**src/rtl/ecm_pkg.sv**
```systemverilog
`timescale 1ns / 1ps
package ecm_pkg;

  localparam int CFG_AW = 5;

  // register map, one word per register
  typedef enum logic [2:0] {
    REG_SENS  = 3'd0,
    REG_SPEED = 3'd1,
    REG_UP_X  = 3'd2,
    REG_UP_Y  = 3'd3,
    REG_UP_Z  = 3'd4
  } reg_idx_t;

  typedef struct packed {
    logic [15:0] sens;
    logic [15:0] speed;
    logic [15:0] up_x;
    logic [15:0] up_y;
    logic [15:0] up_z;
  } cfg_t;

  localparam logic [15:0] SENS_RESET  = 16'd6554;
  localparam logic [15:0] SPEED_RESET = 16'd128;
  localparam logic [15:0] UP_Y_RESET  = 16'd16384;

  // angles in Q16 degrees
  localparam logic signed [34:0] FULL_TURN   = 35'sd23592960;
  localparam logic signed [34:0] HALF_TURN   = 35'sd11796480;
  localparam logic signed [34:0] PITCH_LIMIT = 35'sd5832704;
  localparam logic signed [25:0] HALF_TURN_Z = 26'sd11796480;
  localparam logic signed [25:0] QUARTER_Z   = 26'sd5898240;
  localparam logic signed [25:0] YAW_RESET   = -26'sd5898240;

  localparam logic signed [32:0] CORDIC_GAIN = 33'sd652032874;
  localparam int CORDIC_STEPS = 16;
  localparam logic signed [25:0] ATAN_Q16 [CORDIC_STEPS] = '{
    26'sd2949120, 26'sd1740967, 26'sd919879, 26'sd466945,
    26'sd234379, 26'sd117304, 26'sd58666, 26'sd29335,
    26'sd14668, 26'sd7334, 26'sd3667, 26'sd1833,
    26'sd917, 26'sd458, 26'sd229, 26'sd115
  };

  localparam logic signed [15:0] UNIT_Q14   = 16'sd16384;
  localparam logic [31:0]        UNIT_Q14_U = 32'd16384;
  localparam logic signed [65:0] ROUND_Q30  = 66'sd536870912;
  localparam logic signed [65:0] ROUND_Q14  = 66'sd8192;
  localparam logic [31:0]        NS_PER_S   = 32'd1000000000;
  localparam logic [63:0]        HALF_NS    = 64'd500000000;
  localparam logic signed [32:0] SPEED_SCALE = 33'sd100;
  localparam logic signed [34:0] POS_MAX    = 35'sd2147483647;
  localparam logic signed [34:0] POS_MIN    = -35'sd2147483648;

  // cross product operand order: c0 = a1 b2 - a2 b1, c1 = a2 b0 - a0 b2, c2 = a0 b1 - a1 b0
  localparam logic [1:0] XA_IDX [6] = '{2'd1, 2'd2, 2'd2, 2'd0, 2'd0, 2'd1};
  localparam logic [1:0] XB_IDX [6] = '{2'd2, 2'd1, 2'd0, 2'd2, 2'd1, 2'd0};

  typedef enum logic [1:0] {
    PH_FRONT,
    PH_RIGHT,
    PH_UP
  } ph_t;

  typedef enum logic [4:0] {
    ST_IDLE,
    ST_M_MULX,
    ST_M_MULY,
    ST_M_PITCH,
    ST_M_MOD,
    ST_M_WRAP,
    ST_C_YAW,
    ST_C_YAW_W,
    ST_C_PIT,
    ST_C_PIT_W,
    ST_F0,
    ST_F2,
    ST_F3,
    ST_N_SQ,
    ST_N_ACC,
    ST_N_SQRT,
    ST_N_SQRT_W,
    ST_N_DIV,
    ST_N_DIV_W,
    ST_X_MUL,
    ST_X_ACC,
    ST_T_MUL0,
    ST_T_MUL1,
    ST_T_DIV,
    ST_T_DIV_W,
    ST_T_KEY,
    ST_T_MUL,
    ST_T_ADD,
    ST_DONE
  } st_t;

endpackage

```
**src/rtl/ecm_cordic.sv**
```systemverilog
`timescale 1ns / 1ps
module ecm_cordic (
  input  logic               clk,
  input  logic               rst_n,
  input  logic               start,
  input  logic signed [25:0] angle,
  output logic               done,
  output logic signed [32:0] cos_q30,
  output logic signed [32:0] sin_q30
);
  import ecm_pkg::*;

  logic signed [32:0] x_r, y_r;
  logic signed [25:0] z_r;
  logic               neg_r;
  logic               busy_r, done_r;
  logic [3:0]         cnt_r;
  logic signed [25:0] z_fold;
  logic               neg_fold;
  logic signed [32:0] xs, ys;

  // fold into [-90, 90], negate both results afterwards
  always_comb begin
    z_fold   = angle;
    neg_fold = 1'b0;
    if (angle > QUARTER_Z) begin
      z_fold   = angle - HALF_TURN_Z;
      neg_fold = 1'b1;
    end else if (angle < -QUARTER_Z) begin
      z_fold   = angle + HALF_TURN_Z;
      neg_fold = 1'b1;
    end
  end

  assign xs = x_r >>> cnt_r;
  assign ys = y_r >>> cnt_r;

  always_ff @(posedge clk) begin
    if (!rst_n) begin
      busy_r <= 1'b0;
      done_r <= 1'b0;
      cnt_r  <= '0;
    end else begin
      done_r <= 1'b0;
      if (start) begin
        busy_r <= 1'b1;
        cnt_r  <= '0;
      end else if (busy_r) begin
        cnt_r <= cnt_r + 4'd1;
        if (cnt_r == 4'(CORDIC_STEPS - 1)) begin
          busy_r <= 1'b0;
          done_r <= 1'b1;
        end
      end
    end
  end

  always_ff @(posedge clk) begin
    if (start) begin
      x_r   <= CORDIC_GAIN;
      y_r   <= '0;
      z_r   <= z_fold;
      neg_r <= neg_fold;
    end else if (busy_r) begin
      if (!z_r[25]) begin
        x_r <= x_r - ys;
        y_r <= y_r + xs;
        z_r <= z_r - ATAN_Q16[cnt_r];
      end else begin
        x_r <= x_r + ys;
        y_r <= y_r - xs;
        z_r <= z_r + ATAN_Q16[cnt_r];
      end
    end
  end

  assign done    = done_r;
  assign cos_q30 = neg_r ? -x_r : x_r;
  assign sin_q30 = neg_r ? -y_r : y_r;

endmodule

```
**config.mk**
```make
export PLATFORM = sky130hd
export DESIGN_NAME = ecm_cordic
export DESIGN_NICKNAME = d
export VERILOG_FILES = /design/src/rtl/ecm_pkg.sv /design/src/rtl/ecm_cordic.sv
export SDC_FILE = /design/constraint.sdc
export NUM_CORES = 1
export LEC_CHECK = 0
export BUFFER_PORTS_ARGS = -buffer_cell sky130_fd_sc_hd__buf_2
export CAP_MARGIN = 20
export CORE_MARGIN = 8
export CORE_UTILIZATION = 61
export DETAILED_ROUTE_END_ITERATION = 10
export PLACE_DENSITY_LB_ADDON = 0.1
export RECOVER_POWER = 100
export SYNTH_ARGS = -nofsm -noshare
export SYNTH_HDL_FRONTEND = slang
export SYNTH_SLANG_ARGS = --single-unit
```
**constraint.sdc**
```tcl
create_clock -name clk -period 11.7 [get_ports clk]
set_input_delay 1.755 -clock clk [delete_from_list [all_inputs] [get_ports clk]]
set_output_delay 1.755 -clock clk [all_outputs]
set_load 0.05 [all_outputs]
```
-- After elaboration in Yosys (flattened, before gate mapping)
Memory sizes are Yosys's and may differ from the RTL's.
Index checks and enable logic that the tools add are counted.
- ROM bits: 416
- flip-flop bits (word level): 99
- output and inout bits: 67
- memories: 1
- logic and storage cells: 47
- multiplexer cells: 16
- equality and inequality tests: 1
- shifts and indexed selects: 2
- magnitude comparators: 3
- add/sub/neg operators: 11
- reductions and logical operators: 3
- bitwise logic cells: 3
- memory list (name ; depth ; bits a word ; rd ports ; clocked after Yosys merged registers in ; wr ports ; RTL line ; text):
    (name not given) ; 16 ; 26 ; 1 ; 0 ; 0 ; ecm_cordic.sv:72 ; z_r <= z_r + ATAN_Q16[cnt_r];
- operator list (kind ; count):
    $mux 26 ; 7
    $mux 33 ; 4
    $add 33x33->33 ; 2
    $neg 33->33 ; 2
    $sshr 33x4->33 ; 2
    $sub 33x33->33 ; 2
    $add 26x25->26 const B ; 1
    $add 26x26->26 ; 1
    $gt 26x24->1 const B ; 1
    $lt 26x24->1 const B ; 1
    $sub 26x25->26 const B ; 1
    $sub 26x26->26 ; 1
    $ge 5x5->1 const B ; 1
    $mux 1 ; 5
    $not 4->5 ; 1
    $add 4x1->4 const B ; 1
    $eq 4x4->1 const B ; 1
    $reduce_or 3->1 ; 1
    $not 1->1 ; 2
    $reduce_bool 2->1 ; 1
    $reduce_or 2->1 ; 1

-- Depth between registers and ports, before layout
Gate-level depths: netlist of the first run.
- depth in word-level cells: 8
- mapped depth: 28

-- Worst setup path after synthesis of the first run
No wires, ideal clock.
- kind: register -> register
- from: register cnt_r[0]
- to: register z_r[24] (data pin)
- cell stages (with the launch flop): 25
- path buffers: 5
- path slack: 5.608 ns
- clock period less this slack: 6.092 ns
- arrival time: 5.957 ns
- setup time: 0.135 ns
- path through: dfxtp_1 -> buf_2 -> clkinv_1 -> buf_2 -> buf_2 -> buf_1 -> clkbuf_1 -> ha_1 -> mux4_2 -> nor3_1 -> nand2_1 -> nor3b_1 -> nor3b_1 -> nor2_1 -> xor2_1 -> ha_1 -> a21o_1 -> a21o_1 -> a21o_1 -> a21oi_1 -> nor2b_1 -> a311o_1 -> a211o_1 -> or4_1 -> nand3_1
- word-level cells in the longest chain between the ends: 8
- RTL lines (element ; RTL line ; text):
    start, declared ; ecm_cordic.sv:17 ; logic [3:0] cnt_r;
    start signal, assigned ; ecm_cordic.sv:49 ; cnt_r <= cnt_r + 4'd1;
    $not 4->5 (implied by the code) * ; ecm_cordic.sv:68, ecm_cordic.sv:72 ;
    $mem_v2 16x26 * ; - ;
    $mux 26 (implied by the code) * (2 in series) ; ecm_cordic.sv:72 ;
    $sub 26x26->26 or $add 26x26->26 (tied branches) ; ecm_cordic.sv:68, ecm_cordic.sv:72 ;
    $mux 26 * ; ecm_cordic.sv:65 ; if (!z_r[25]) begin
    $mux 26 * ; ecm_cordic.sv:64 ; end else if (busy_r) begin
    $mux 26 * ; ecm_cordic.sv:59 ; if (start) begin
    end signal, assigned ; ecm_cordic.sv:62 ; z_r <= z_fold;
    end signal, assigned ; ecm_cordic.sv:68 ; z_r <= z_r - ATAN_Q16[cnt_r];
    end signal, assigned ; ecm_cordic.sv:72 ;
    end, declared ; ecm_cordic.sv:14 ; logic signed [25:0] z_r;
Mark *: on every way between the ends. The rest lies on a longest branch, timed or not. The select of a mux whose other input is x is not followed.
A chain may end at the register's enable or synchronous reset.

-- Final worst setup path of the first run
- from: register cnt_r[1]
- to: register y_r[32]
- word-level cells in the longest chain between the ends: 3
- RTL lines (element ; RTL line ; text):
    $sshr 33x4->33 * ; ecm_cordic.sv:35 ; assign xs = x_r >>> cnt_r;
    $add 33x33->33 or $sub 33x33->33 (tied branches) ; ecm_cordic.sv:67, ecm_cordic.sv:71 ;
    $mux 33 * ; ecm_cordic.sv:65 ;
    end signal, assigned ; ecm_cordic.sv:67 ; y_r <= y_r + xs;
    end signal, assigned ; ecm_cordic.sv:71 ; y_r <= y_r - xs;
    end, declared ; ecm_cordic.sv:13 ; logic signed [32:0] x_r, y_r;
Mark *: on every way between the ends. The rest lies on a longest branch, timed or not.

==> qor.yml, run 1 <==
outcome:
  status: "complete, but fails checks"
  violations: "capacitance limit, slew limit"
sta:
  finClkSkew_ps: 14.0
  slew_viol_final: 271
  tightest_slew_ps: 2750
  final-hold-violation-count: 0
  holdWs_ps: 565
  finalSetupViolations: 0
  min_period_ps: 8290
  rsz0062_at_grt: "no"
  fmax_mhz: 121
  slew_headroom: -0.833
  fin_crit_sh: 0.708
  setup_tns_ps: 0
worst_setup_path:
  critPathLaunchType: "flip-flop"
  worstPathArrival_ps: 8550
  crit_fanout: 66
  r2r-end: "y_r[32]$_SDFFE_PP0P_"
  path_class: "reg2reg"
  cp.required_ps: 11960
  end_kind: "flip-flop"
  rr_worst_depth: 20
  reg2reg_slack_ps: 3410
  r2r_start: "cnt_r[1]$_SDFFE_PP0P_"
clock_tree:
  cts_root_buf: "clkbuf_16"
  cts_setup_buffers: 0
  clock_sinks: 99
  cts_made_buffers: 9
  htree_levels: 3
  clock_path_buffers: 2
  ctsHoldBuffers: 0
  cts_tree: "done"
  clk_latency_ps: 370
  clkTransAtPathRegs_ps: 80
  cts_resized: 0
finish:
  drive_gt1_frac: 0.105
  syn_to_final_growth_pct: 3.40
  nNetsFinal: 2069
  final-seq-area_sq_um: 2260
  multi_input_area_sq_um: 12600
  layout.cells.non_filler: 2262
  diodes: 0
  nFillCells: 2303
yosys:
  dominantRegCellSynth: "dfxtp_1"
  ys_types: 89
  synth_area_per_cell_sq_um: 8.02
  seq_area_frac_synth: 0.144
  ys_seq_elements: 99
  yosysTopAreaCell: "dfxtp_1"
  synth_area_sq_um: 15700
  yosysMostFrequentCell: "nand2_1"
  yosys-top-cells-area: "dfxtp_1 9.2%, xnor2_1 8.9%, ha_1 8.8%"
  synthArstFlopShare: 0
  synth_top_area_frac: 0.0919
  yosysWarnings: 0
  synth_edf_count: 27
  synthTopCellsByCount: "191 x nand2_1, 166 x nor2_1, 160 x xnor2_1"
  netlist_instances: 1957
  syn_nets: 2099
floorplanning:
  num_rows: 58
  die_h_microns: 176
  die_area_sq_um: 31100
  die_w_microns: 176
  initial_core_util: 0.621
  ios: 96
  core_sq_um: 25300
drt:
  antenna_left: 0
  dr_total_vias: 14906
  first_pass_iters: 5
  vias_per_cell: 6.59
  wl_mm: 44.1
  wl_per_cell_microns: 19.5
  drc: 0
  drtIter0Drc: 1173
pwr:
  power_density_nw_per_um2: 334
  seq_power_share: 0.146
  vdd_drop_max_uv: 231
  switching_share: 0.549
  clkPwrFrac: 0.059
  p_comb_frac: 0.795
  leakage_nw: 6.49
  p_switching_mw: 2.97
  internal-power_mw: 2.44
global_routing:
  grt_pass1_wl_mm: 70.8
  grt_remaining_overflow: 0
  grt_pass1_vias: 14066
  grt_max_degree: 78
  antenna_found_initial: 0
  grt_usage: 0.275
hold_path:
  holdPathStages: 2
  whs_endpoint: "y_r[0]$_SDFFE_PP0P_"
  min_from: "y_r[0]$_SDFFE_PP0P_"
  hold_path.class: "reg2reg"
place:
  io_buffers: 95
  dp_hpwl_mm: 32.9
  place_inst: 2246
  gp_congestion: 0.947
flow_run:
  cap_violations: 6
==> worst max-delay path, cell delays in order (launching register included) <==
cell and delay, ps:
dfxtp_1 1780, buf_4 910, mux2_2 420, a2111oi_0 390, mux2i_1 210, o22ai_1 300, nor4b_1 970, nand3_1 140
nand2_1 140, xnor2_1 130, ha_1 330, and2_0 230, and3_1 190, a221o_1 370, nor4_1 440, o311a_1 240
nor3_1 80, a221oi_1 340, xnor2_1 190, a21oi_1 90, a31o_1 220
==> cell type report <==
type                       count  area share
tap                          330      0.0254
clock buffer                  10      0.0141
inverter                      49      0.0113
timing repair buffer         112      0.0311
multi-input combinational   1656       0.774
sequential                    99       0.139
clock inverter                 6     0.00440
==> sequential cells by signal, indices dropped and copies added, names as in the netlist <==
register  count
busy_r        1
cnt_r         4
z_r          26
x_r          33
neg_r         1
done          1
y_r          33
==> layout by cell type (no fill, tap or decap), types with 19 or more instances in the layout <==
| cell type | n |
|---|---|
| o21ai_0 | 126 |
| o31ai_1 | 28 |
| xnor2_1 | 160 |
| mux4_2 | 59 |
| buf_2 | 28 |
| nor3_1 | 31 |
| a21o_1 | 44 |
| nor2_1 | 166 |
| edfxtp_1 | 27 |
| ha_1 | 110 |
| a21oi_1 | 140 |
| clkbuf_1 | 72 |
| inv_1 | 46 |
| o21a_1 | 24 |
| and3_1 | 26 |
| xor2_1 | 63 |
| nand2b_1 | 19 |
| nand2_1 | 191 |
| mux2i_1 | 92 |
| dfxtp_1 | 68 |
| a31oi_1 | 28 |
| nand3_1 | 24 |
| mux2_2 | 47 |
==> worst max-delay path by stage <==
stage | startpoint | endpoint | slack (ps) | cells past startpoint
final | cnt_r[1]$_SDFFE_PP0P_ | y_r[32]$_SDFFE_PP0P_ | 3410 | 20
after global routing | cnt_r[1]$_SDFFE_PP0P_ | y_r[32]$_SDFFE_PP0P_ | 2770 | 20
after CTS | cnt_r[1]$_SDFFE_PP0P_ | y_r[32]$_SDFFE_PP0P_ | 4940 | 20
after detailed placement | cnt_r[1]$_SDFFE_PP0P_ | y_r[32]$_SDFFE_PP0P_ | 4980 | 20
after global placement | cnt_r[1]$_SDFFE_PP0P_ | x_r[28]$_SDFFE_PP0P_ | 5190 | 19
after floorplan | cnt_r[0]$_SDFFE_PP0P_ | z_r[24]$_DFFE_PP_ | 5610 | 24
==> layer usage <==
metal	up-vias	share of wire	wire [microns]	track usage
li1	7144	-	-	-
met1	7036	0.42	18500	0.337
met2	615	0.49	21500	0.486
met3	111	0.055	2410	0.0235
met4	0	0.038	1680	0.118
met5	-	0	0	0
==> power by group through the flow <==
stage	logic (mW)	registers [mW]	clock network, mW
2_1_floorplan	3.69	0.570	0
4_1_cts	4.32	0.779	0.325
3_3_place_gp	4.22	0.779	0
5_1_grt	4.76	0.801	0.337
6_report	4.31	0.791	0.319
3_5_place_dp	4.29	0.789	0
==> through the flow <==
stage	worst slack [ps]	utilization	cell area [sq um]	power, mW
2_1_floorplan	5610	-	15700	4.26
3_3_place_gp	5190	0.635	16000	5.00
3_5_place_dp	4980	0.635	16000	5.08
4_1_cts	4940	0.647	16300	5.42
5_1_grt	2770	0.642	16200	5.90
6_report	3410	0.642	16200	5.42
==> cells by family after synthesis <==
group / Yosys count / synth area share
muxes: 204 / 0.183
DFF: 99 / 0.144
buffers and inverters: 202 / 0.0555
adders and majority gates: 113 / 0.0915
xor gates and xnor gates: 223 / 0.124
AOI/OAI and AO/OA: 534 / 0.220
and+or+nand+nor: 582 / 0.182
No activity file was read; power rests on OpenSTA's default activity.
==> run 2: changes to the inputs <==
ABC_AREA = 1   (was unset)
CORE_UTILIZATION = 58   (was 61)
clock period = 7 ns   (was 11.7 ns; I/O delays follow)
==> run 2 against run 1 <==
Effect of this change: the flow still finishes with violations (capacitance limit, slew limit); register-to-register slack got worse by 2300 ps; die area rose by 5.5%; via count rose by 22%; synthesized cell count rose by 40%; combinational power rose by 38%; critical endpoint is now cos_q30[28]; largest power group unchanged; highest routed layer unchanged.
==> qor.yml, run 2 <==
pwr:
  internal-power_mw: 3.00
  vdd_drop_max_uv: 466
  p_switching_mw: 4.59
  switching_share: 0.605
  clkPwrFrac: 0.074
  p_comb_frac: 0.785
  leakage_nw: 8.32
  power_density_nw_per_um2: 460
  seq_power_share: 0.141
worst_setup_path:
  crit_fanout: 37
  path_cells: "clkbuf_1 > clkinv_1 > clkbuf_1 > o21ai_0 > nor2_1 > o21ai_0 > a21oi_1 > xor2_1 > clkbuf_1"
  critPathLaunchType: "flip-flop"
  crit_start: "neg_r$_SDFFCE_PP1P_"
  worstPathArrival_ps: 5070
  end_kind: "output pin"
  path_class: "reg2out"
  cp_common_cell: "clkbuf_1"
  r2r_start: "cnt_r[1]$_SDFFE_PP0P_"
  cp.required_ps: 5950
  slowest_stage: "clkbuf_1"
  cpPeakStageDelay_ps: 1330
sta:
  fmax_mhz: 163
  finClkSkew_ps: 14.7
  min_period_ps: 6120
  final-hold-violation-count: 0
  finalSetupViolations: 0
  holdWs_ps: 625
  fin_crit_sh: 0.874
  slew_headroom: -0.327
  slew_viol_final: 183
  tightest_slew_ps: 1990
  rsz0062_at_grt: "no"
  setup_tns_ps: 0
global_routing:
  grt_remaining_overflow: 0
  grt_usage: 0.310
  antenna_found_initial: 0
  grt_pass1_vias: 17138
  grt_max_degree: 65
  grt_pass1_wl_mm: 85.3
clock_tree:
  cts_tree: "done"
  cts_resized: 0
  clkTransAtPathRegs_ps: 80
  clock_sinks: 99
  htree_levels: 3
  cts_made_buffers: 9
  clk_latency_ps: 380
  cts_setup_buffers: 0
  clock_path_buffers: 2
  ctsHoldBuffers: 0
  cts_root_buf: "clkbuf_16"
drt:
  wl_mm: 52.3
  wl_per_cell_microns: 16.9
  dr_total_vias: 18221
  drtIter0Drc: 1873
  drc: 0
  antenna_left: 0
  vias_per_cell: 5.89
  first_pass_iters: 6
yosys:
  dominantRegCellSynth: "dfxtp_1"
  ys_seq_elements: 99
  netlist_instances: 2735
  yosysTopAreaCell: "nand2_1"
  synthTopCellsByCount: "722 x nand2_1, 301 x inv_1, 300 x nand3_1"
  synth_area_sq_um: 15800
  seq_area_frac_synth: 0.142
  ys_types: 56
  synthArstFlopShare: 0
  syn_nets: 2877
  synth_top_area_frac: 0.171
  yosys-top-cells-area: "nand2_1 17%, nand3_1 9.5%, dfxtp_1 9.1%"
  yosysWarnings: 0
  synth_edf_count: 27
  yosysMostFrequentCell: "nand2_1"
  synth_area_per_cell_sq_um: 5.79
floorplanning:
  die_w_microns: 181
  core_sq_um: 26900
  initial_core_util: 0.589
  die_area_sq_um: 32800
  num_rows: 60
  ios: 96
  die_h_microns: 181
finish:
  nFillCells: 2790
  layout_commonest_cell: "nand2_1"
  drive_gt1_frac: 0.0451
  diodes: 0
  syn_to_final_growth_pct: 4.08
  nNetsFinal: 2888
  final_cell_mix: "722 x nand2_1, 303 x inv_1, 300 x nand3_1, 272 x nor2_1, 196 x a21oi_1"
  biggestRegsByFlops: "x_r x33, y_r x33, z_r x26"
hold_path:
  min_from: "x_r[0]$_SDFFE_PP0P_"
  hold_path.class: "reg2reg"
outcome:
  violations: "capacitance limit, slew limit"
  status: "complete, but fails checks"
place:
  gp_congestion: 1.00
  io_buffers: 95
  dp_hpwl_mm: 40.4
flow_run:
  cap_violations: 5
## run 2: cell type report
cell class	count	area [sq um]	share of cell area
clock buffers	11	253	0.0153
clock inverters	5	60.1	0.00365
inverters	314	1180	0.0716
multi-input cells	2210	11800	0.716
flip-flops and latches	99	2260	0.137
well taps	341	427	0.0259
repair buffers	112	510	0.0310
## run 2: power groups by stage
| stage | combinational (mW) | clock (mW) | sequential (mW) |
|---|---|---|---|
| CTS | 5.91 | 0.566 | 1.06 |
| detailed placement | 5.87 | 0 | 1.07 |
| global placement | 5.78 | 0 | 1.07 |
| floorplan | 4.69 | 0 | 0.920 |
| global route | 6.63 | 0.581 | 1.09 |
| finish | 5.95 | 0.561 | 1.07 |
## run 2: cells by family (layout without fill, tap and decap cells)
family,Yosys count,in the layout,synth area share
AO/OA/AOI/OAI,489,489,0.173
AND/OR/NAND/NOR,1429,1429,0.383
XOR/XNOR,177,177,0.0980
multiplexers,2,2,0.00142
flip-flops,99,99,0.142
buffers and inverters,426,442,0.112
adder cells (fa/ha/maj),113,113,0.0908
## run 2: stage by stage
| step | std cells | utilization | area, sq um | power (mW) | setup WS, ps |
|---|---|---|---|---|---|
| after floorplan | 2735 | - | 15800 | 5.61 | 2820 |
| after global placement | 3074 | 0.605 | 16300 | 6.85 | 1630 |
| after detailed placement | 3074 | 0.605 | 16300 | 6.94 | 1390 |
| after CTS | 3090 | 0.616 | 16600 | 7.53 | 1370 |
| after global routing | 3092 | 0.613 | 16500 | 8.30 | 457 |
| final | 3092 | 0.613 | 16500 | 7.58 | 879 |
## run 2: metal layers
metal / track usage / routed length (microns) / vias up
li1: - / - / 9036
met1: 0.422 / 23700 / 8362
met2: 0.502 / 23000 / 749
met3: 0.0487 / 4450 / 74
met4: 0.0843 / 1140 / 0
met5: 0 / 0 / -
## run 2: final timing paths
| kind | end | slack, ps | cells past startpoint |
|---|---|---|---|
| hold reg to reg | x_r[0]$_SDFFE_PP0P_ | 620 | 2 |
| hold / removal | x_r[0]$_SDFFE_PP0P_ | 620 | 2 |
| setup / recovery | cos_q30[28] | 880 | 9 |
| setup reg to reg | z_r[19]$_DFFE_PP_ | 1080 | 24 |
## run 2: worst max-delay path, delay by kind of cell, from the launching register on
kind	cells	cell delay, ps
buf+inv	4	2660
compound gates	3	1010
simple gates	1	500
flops	1	360
xor+xnor	1	160
